### config.mk
export PLATFORM = sky130hd
export DESIGN_NAME = internet_checksum_engine
export DESIGN_NICKNAME = d
export VERILOG_FILES = /design/src/rtl/ice_pkg.sv /design/src/rtl/ice_accum.sv /design/src/rtl/internet_checksum_engine.sv
export SDC_FILE = /design/constraint.sdc
export NUM_CORES = 1
export LEC_CHECK = 0
export BUFFER_PORTS_ARGS = -buffer_cell sky130_fd_sc_hd__buf_2
export CAP_MARGIN = 20
export CORE_ASPECT_RATIO = 2
export CORE_MARGIN = 10
export CORE_UTILIZATION = 60
export CTS_CLUSTER_DIAMETER = 100
export DETAILED_ROUTE_END_ITERATION = 10
export PLACE_DENSITY = 0.8
export SETUP_SLACK_MARGIN = 0.5
export SYNTH_ARGS = -nofsm -noshare
export SYNTH_HDL_FRONTEND = slang
export SYNTH_SLANG_ARGS = --single-unit
### constraint.sdc
create_clock -name clk -period 6.2 [get_ports clk]
set_input_delay 0.62 -clock clk [delete_from_list [all_inputs] [get_ports clk]]
set_output_delay 0.62 -clock clk [all_outputs]
set_load 0.05 [all_outputs]
### src/rtl/ice_pkg.sv
`default_nettype none

package ice_pkg;

  localparam int unsigned WordBits = 16;
  localparam int unsigned ByteBits = 8;

  localparam logic KIND_ADD = 1'b0;
  localparam logic KIND_SUB = 1'b1;

  typedef logic [WordBits-1:0] word_t;
  typedef logic [ByteBits-1:0] byte_t;

  typedef struct packed {
    word_t sum;
    word_t pad;
  } fold_t;

  function automatic word_t ones_add(input word_t a, input word_t b);
    logic [WordBits:0] s;
    s = {1'b0, a} + {1'b0, b};
    return s[WordBits-1:0] + {{(WordBits-1){1'b0}}, s[WordBits]};
  endfunction

endpackage

`default_nettype wire

### src/rtl/ice_accum.sv
`default_nettype none

module ice_accum
  import ice_pkg::*;
(
  input  wire logic        clk,
  input  wire logic        rst,
  input  wire logic        take,
  input  wire logic        kind,
  input  wire logic [15:0] data_word,
  input  wire logic [1:0]  byte_count,
  input  wire logic        last,
  output fold_t            fold
);

  word_t accumulator;
  byte_t held_byte;
  logic  held_valid;

  word_t accumulator_next;
  byte_t held_byte_next;
  logic  held_valid_next;
  logic  add_en;
  word_t add_word;
  byte_t hi_byte;
  byte_t lo_byte;

  assign hi_byte = data_word[15:8];
  assign lo_byte = data_word[7:0];

  always_comb begin
    add_en          = 1'b0;
    add_word        = '0;
    held_byte_next  = held_byte;
    held_valid_next = held_valid;
    if (kind == KIND_SUB) begin
      add_en   = 1'b1;
      add_word = ~data_word;
    end else if (byte_count == 2'd1) begin
      if (held_valid) begin
        add_en          = 1'b1;
        add_word        = {held_byte, hi_byte};
        held_byte_next  = '0;
        held_valid_next = 1'b0;
      end else begin
        held_byte_next  = hi_byte;
        held_valid_next = 1'b1;
      end
    end else if (byte_count != 2'd0) begin
      add_en = 1'b1;
      if (held_valid) begin
        add_word       = {held_byte, hi_byte};
        held_byte_next = lo_byte;
      end else begin
        add_word = data_word;
      end
    end
    accumulator_next = add_en ? ones_add(accumulator, add_word) : accumulator;
  end

  assign fold = {accumulator_next,
                 held_valid_next ? {held_byte_next, {ByteBits{1'b0}}} : word_t'(0)};

  always_ff @(posedge clk) begin
    if (rst) begin
      accumulator <= '0;
      held_byte   <= '0;
      held_valid  <= 1'b0;
    end else if (take) begin
      if (last) begin
        accumulator <= '0;
        held_byte   <= '0;
        held_valid  <= 1'b0;
      end else begin
        accumulator <= accumulator_next;
        held_byte   <= held_byte_next;
        held_valid  <= held_valid_next;
      end
    end
  end

endmodule

`default_nettype wire

### src/rtl/internet_checksum_engine.sv
`default_nettype none

// Computes the Internet checksum over a stream of network-order bytes, one input beat
// per clock unless the input is stalled: add beats carry one or two bytes (a lone byte
// is held and paired with the next), subtract beats fold in the complement of a whole
// word to seed from an old checksum or remove an old field, and a beat with last set
// emits the complemented sum and clears the state for the next message. Beats are
// summed by the single end-around carry add in the accumulator loop. The finishing
// pad add sits in a stage of its own: the fold of the last beat is registered in that
// stage and the complemented sum in the output register. The input stalls only while
// that stage and the output register both hold a checksum and the output is stalled.

module internet_checksum_engine
  import ice_pkg::*;
(
  input  wire logic        clk,
  input  wire logic        rst,
  input  wire logic        in_valid,
  output logic             in_stall,
  input  wire logic        kind,
  input  wire logic [15:0] data_word,
  input  wire logic [1:0]  byte_count,
  input  wire logic        last,
  output logic             out_valid,
  input  wire logic        out_stall,
  output logic [15:0]      checksum
);

  fold_t fold;
  fold_t fin;
  logic  fin_valid;
  logic  take;
  logic  out_free;
  logic  fin_free;

  assign out_free = !out_valid || !out_stall;
  assign fin_free = !fin_valid || out_free;
  assign in_stall = !fin_free;
  assign take     = in_valid && !in_stall;

  ice_accum u_accum (
    .clk        (clk),
    .rst        (rst),
    .take       (take),
    .kind       (kind),
    .data_word  (data_word),
    .byte_count (byte_count),
    .last       (last),
    .fold       (fold)
  );

  always_ff @(posedge clk) begin
    if (rst) begin
      fin_valid <= 1'b0;
    end else if (fin_free) begin
      fin_valid <= take && last;
    end
  end

  always_ff @(posedge clk) begin
    if (fin_free && take && last) begin
      fin <= fold;
    end
  end

  always_ff @(posedge clk) begin
    if (rst) begin
      out_valid <= 1'b0;
    end else if (out_free) begin
      out_valid <= fin_valid;
    end
  end

  always_ff @(posedge clk) begin
    if (out_free && fin_valid) begin
      checksum <= ~ones_add(fin.sum, fin.pad);
    end
  end

endmodule

`default_nettype wire

## Word level (Yosys, flattened, before mapping)

Index checks and enable logic that the tools add are counted.

- Memories kept: 0
- Bits in latches: 0
- Output and inout port bits: 18
- ROM bits: 0
- Word-level logic and storage cells: 49
- Register bits: 75
- Bits in writable memories: 0

- Reduce and logical (&&, ||, !) cells: 12
- Div/mod/pow operators: 0
- Magnitude comparators: 0
- $add $sub $neg: 4
- Multiplexer cells: 21
- Multiply operators: 0
- Equality and inequality tests: 1
- Shift-type cells: 0
- Bitwise gates (word level): 2

Operator list:

| cell | number |
|---|---|
| two-way mux 16 bit | 7 |
| two-way mux 8 bit | 6 |
| adder 16 x 16 -> 17 bit | 2 |
| adder 16 x 1 -> 16 bit | 2 |
| inverter 16 bit | 2 |
| two-way mux 1 bit | 8 |
| logical AND 1 bit | 5 |
| zero test 1 bit | 4 |
| equality test 2 x 1 -> 1 bit, second input constant | 1 |
| logical OR 1 bit | 2 |
| nonzero test 2 bit | 1 |

## Longest topological paths before layout

- Word-level depth: 8
- Depth in mapped cells: 24
- Depth with buffers taken out: 22

## Hierarchy

A second synthesis with hierarchy kept.

- Cell total of the unflattened synthesis: 637
- Area total of the unflattened synthesis: 5751.8 µm²

By module, submodules not included:

| module | cells an instance | instances | area an instance (µm²) |
|---|---|---|---|
| ice_accum | 405 | 1 | 2977.9 |
| internet_checksum_engine | 232 | 1 | 2773.9 |

## Worst setup path after synthesis

Ideal clock, no wire load.

- Kind: register to register
- Start: register u_accum.held_valid
- End: register fin[30] (netlist name), data pin
- Stages on the path, launching flop included: 25
- Required time: 5.942 ns
- Arrival time: 4.859 ns
- Setup slack: 1.083 ns
- Clock period less this slack: 5.117 ns
- Setup time: 0.258 ns
- Cell sequence: dfxtp_1 clkbuf_1 clkinv_1 nor2_1 clkbuf_1 a221oi_1 a21oi_1 ha_1 inv_1 fa_1 and3b_1 o211ai_2 nand2_2 a21oi_1 o21ai_0 a21o_1 a21o_1 ha_1 ha_1 and2_1 and4_1 nand3_1 or4_1 a21oi_1 nor2_1

RTL lines:

| element | line | text |
|---|---|---|
| from (decl) | ice_accum.sv:18 | `logic held_valid;` |
| from (signal assigned) | ice_accum.sv:77 | `held_valid <= held_valid_next;` |
| to (signal assigned) | internet_checksum_engine.sv:62 | `fin <= fold;` |
| to (decl) | internet_checksum_engine.sv:30 | `fold_t fin;` |

==> load_flow_metrics.sql <==
INSERT INTO impl_metrics (metric_group, metric, value, unit) VALUES
('clock_network', 'cts-hold-fix-buffers', '0', ''),
('sta', 'fmaxAchievable', '0.1932', 'GHz'),
('global_routing', 'first_global_vias', '4302', ''),
('sta', 'period_needed', '5175', 'ps'),
('die', 'design.die.area', '12170', 'um^2'),
('placed_design', 'pre_cts_slack', '931.5', 'ps'),
('cells_and_area', 'post-route-cell-area', '5380', 'um^2'),
('logic_synthesis', 'synth_top_cells_by_count', 'sky130_fd_sc_hd__nor2_1, sky130_fd_sc_hd__a21oi_1, sky130_fd_sc_hd__edfxtp_1', ''),
('sta', 'finalHoldViolations', '0', ''),
('route', 'drtIter0Drc', '491', ''),
('logic_synthesis', 'synthDistinctLibCells', '70', ''),
('global_routing', 'grt.met1_usage', '0.1862', ''),
('clock_network', 'worst_setup_hold_path_clk_slew', '50', 'ps'),
('global_routing', 'grt_first_pass_wirelength', '20.62', 'mm'),
('status', 'run_status', 'complete, no violations', ''),
('clock_network', 'clock_tree.buffer_depth', '2', ''),
('route', 'route.detailed.vias_per_inst', '6.675', ''),
('logic_synthesis', 'synthMostInstantiatedCell', 'sky130_fd_sc_hd__nor2_1', ''),
('global_routing', 'grt.busiest_layer', 'met2', ''),
('sta', 'rsz0062_at_grt', 'false', ''),
('route', 'detail_route.wl_per_cell', '19.63', 'um'),
('logic_synthesis', 'synthesis.area_per_instance', '9.101', 'um^2'),
('logic_synthesis', 'synthesis.area', '4787', 'um^2'),
('logic_synthesis', 'post-synth-top-area-fraction', '0.2509', ''),
('setup_path', 'worst_ep_required_time', '6280', 'ps'),
('sta', 'slew_headroom', '0.3066', ''),
('logic_synthesis', 'yosys_warnings', '0', ''),
('cells_and_area', 'insertedDiodeCount', '0', ''),
('logic_synthesis', 'async_reset_ff_frac', '0', ''),
('die', 'overall_die_height', '146.3', 'um'),
('logic_synthesis', 'synth_enable_flop_cells', '40', ''),
('cells_and_area', 'final_layout_size_suffix_gt1_frac', '0.1449', ''),
('clock_network', 'clockRootBuffer', 'sky130_fd_sc_hd__clkbuf_16', ''),
('setup_path', 'timing.setup.critical_path_class', 'register to register', ''),
('global_routing', 'met3_usage', '0.04067', ''),
('clock_network', 'cts_tree', 'done', ''),
('logic_synthesis', 'synth_seq_area_share', '0.3638', ''),
('setup_path', 'worst_ep_arrival_time', '5250', 'ps'),
('power', 'vdd.ir_drop.worst', '0.1745', 'mV'),
('sta', 'setup_tns', '0', 'ps'),
('route', 'num_vias', '4419', ''),
('setup_path', 'endpoint_kind', 'register', ''),
('global_routing', 'groute.layer.met2.usage', '0.3762', ''),
('clock_network', 'tritoncts.num_buffers', '9', ''),
('setup_path', 'worstPathMaxFanout', '16', ''),
('sta', 'final-setup-viol-count', '0', ''),
('clock_network', 'cts.sink_count', '67', ''),
('cells_and_area', 'area.growth.synth_to_final', '12.39', '%'),
('logic_synthesis', 'leading_register_cell_type_out_of_synthesis', 'sky130_fd_sc_hd__edfxtp_1', ''),
('sta', 'worst_pin_slew', '1038', 'ps'),
('worst_hold_path', 'min_delay_worst_type', 'register to register', ''),
('route', 'finalWirelength', '13.00', 'mm'),
('cells_and_area', 'final_nets', '617', ''),
('setup_path', 'setup.reg_to_reg.worst_slack', '1020', 'ps'),
('sta', 'slew_violations', '0', ''),
('placed_design', 'place_congestion', '0.9695', ''),
('power', 'power_density', '245.7', 'nW/um^2'),
('die', 'design.core.area', '7885', 'um^2'),
('logic_synthesis', 'synth_largest_area_cell', 'sky130_fd_sc_hd__edfxtp_1', ''),
('placed_design', 'placement.io_buffers', '41', ''),
('power', 'leakagePower', '2.160', 'nW'),
('route', 'detail_route.first_pass.iterations', '8', ''),
('cells_and_area', 'finalCoreUtilization', '0.6823', ''),
('cells_and_area', 'final.fill_count', '632', ''),
('route', 'drc', '0', ''),
('global_routing', 'gr-usage-all-layers', '0.2056', ''),
('setup_path', 'worstSetupStartpointType', 'register', ''),
('global_routing', 'globalRouteOverflowTotal', '0', ''),
('logic_synthesis', 'synth_cells', '526', ''),
('global_routing', 'grt_max_degree', '39', ''),
('die', 'rows', '46', '');
[state kept, by name (all words and copies together) (netlist names)]
signal,flops
checksum,16
fin,24
fin_valid,1
out_valid,1
u_accum.accumulator,16
u_accum.held_byte,8
u_accum.held_valid,1
[final timing paths]
check	endpoint	start	cells after the start
setup / recovery	fin[30]$_DFFE_PP_	u_accum.held_valid$_SDFFE_PP0P_	23
hold / removal	u_accum.accumulator[14]$_SDFFE_PP0P_	u_accum.accumulator[14]$_SDFFE_PP0P_	2
setup reg to reg	fin[30]$_DFFE_PP_	u_accum.held_valid$_SDFFE_PP0P_	23
hold reg to reg	u_accum.accumulator[14]$_SDFFE_PP0P_	u_accum.accumulator[14]$_SDFFE_PP0P_	2
[cells in the final DEF, fill, tap and decap left out, drive strengths merged, types with 8 or more instances in the layout]
cell      n
buf      47
ha       30
mux2i    11
a2bb2oi   8
a22oi     8
nor3      8
nand3    23
nor2     66
xnor2    18
and3     10
inv      14
a21o      9
xor2     19
a21oi    43
clkbuf   12
edfxtp   40
dfxtp    27
a221oi   18
o21ai    22
nand2    38
[per-layer routing]
layer | vias to the layer above | wire (um)
li1 | 2051 | -
met1 | 2038 | 4264
met2 | 251 | 6820
met3 | 79 | 862
met4 | 0 | 1050
met5 | - | 0
[layout make-up]
type | count | area (um^2) | share of cell area
sequential | 67 | 1742 | 0.3237
multi-input combinational | 420 | 2902 | 0.5393
clock buffer | 12 | 257.7 | 0.04791
timing repair buffer | 47 | 270.3 | 0.05023
inverter | 16 | 63.81 | 0.01186
tap | 96 | 120.1 | 0.02233
clock inverter | 4 | 25.02 | 0.004651
[cell families (layout without fill, tap and decap cells)]
family | Yosys count | in the layout | synth area share
buffers and inverters | 39 | 79 | 0.03215
multiplexers | 12 | 12 | 0.02535
flip-flops | 67 | 67 | 0.3638
AND/OR/NAND/NOR | 186 | 186 | 0.1929
AO/OA/AOI/OAI | 153 | 153 | 0.2313
adder cells (fa/ha/maj) | 32 | 32 | 0.08678
XOR/XNOR | 37 | 37 | 0.06769
[power by group]
part           leakage [nW]  internal, mW  switching, mW
registers             0.592         0.503         0.0149
logic                  1.43         0.120          0.211
clock network         0.134         0.293          0.180
total                  2.16         0.916          0.406
[critical path, stage by stage (launching register included)]
cell and delay, ps:
sky130_fd_sc_hd__dfxtp_1 540, sky130_fd_sc_hd__clkinvlp_4 180, sky130_fd_sc_hd__nor2_1 120, sky130_fd_sc_hd__buf_4 210
sky130_fd_sc_hd__a221oi_1 100, sky130_fd_sc_hd__a21oi_1 170, sky130_fd_sc_hd__ha_1 210, sky130_fd_sc_hd__inv_1 60
sky130_fd_sc_hd__fa_1 400, sky130_fd_sc_hd__and3b_1 320, sky130_fd_sc_hd__o211ai_2 130, sky130_fd_sc_hd__nand2_2 200
sky130_fd_sc_hd__a21oi_1 90, sky130_fd_sc_hd__o21ai_0 180, sky130_fd_sc_hd__a21o_1 150, sky130_fd_sc_hd__a21o_1 120
sky130_fd_sc_hd__ha_1 170, sky130_fd_sc_hd__ha_1 180, sky130_fd_sc_hd__and2_1 140, sky130_fd_sc_hd__and4_1 250
sky130_fd_sc_hd__nand3_1 190, sky130_fd_sc_hd__or4_1 540, sky130_fd_sc_hd__a21oi_1 200, sky130_fd_sc_hd__nor2_1 80
[repair_timing]
item / 4_1_cts / 5_1_grt
buffers inserted: 0 / 1
endpoints found under the setup margin: 0 / 5
gates resized for setup: 0 / 1
[metrics by stage]
step                hold WS [ps]  std cells  total power [mW]
global placement           460.1        644            0.8393
CTS                        492.8        660             1.319
global route               507.1        662             1.379
finish                     497.6        662             1.322
floorplan                  449.5        526            0.7636
detailed placement         484.7        644            0.8489
No activity file was read; power rests on OpenSTA's default activity.
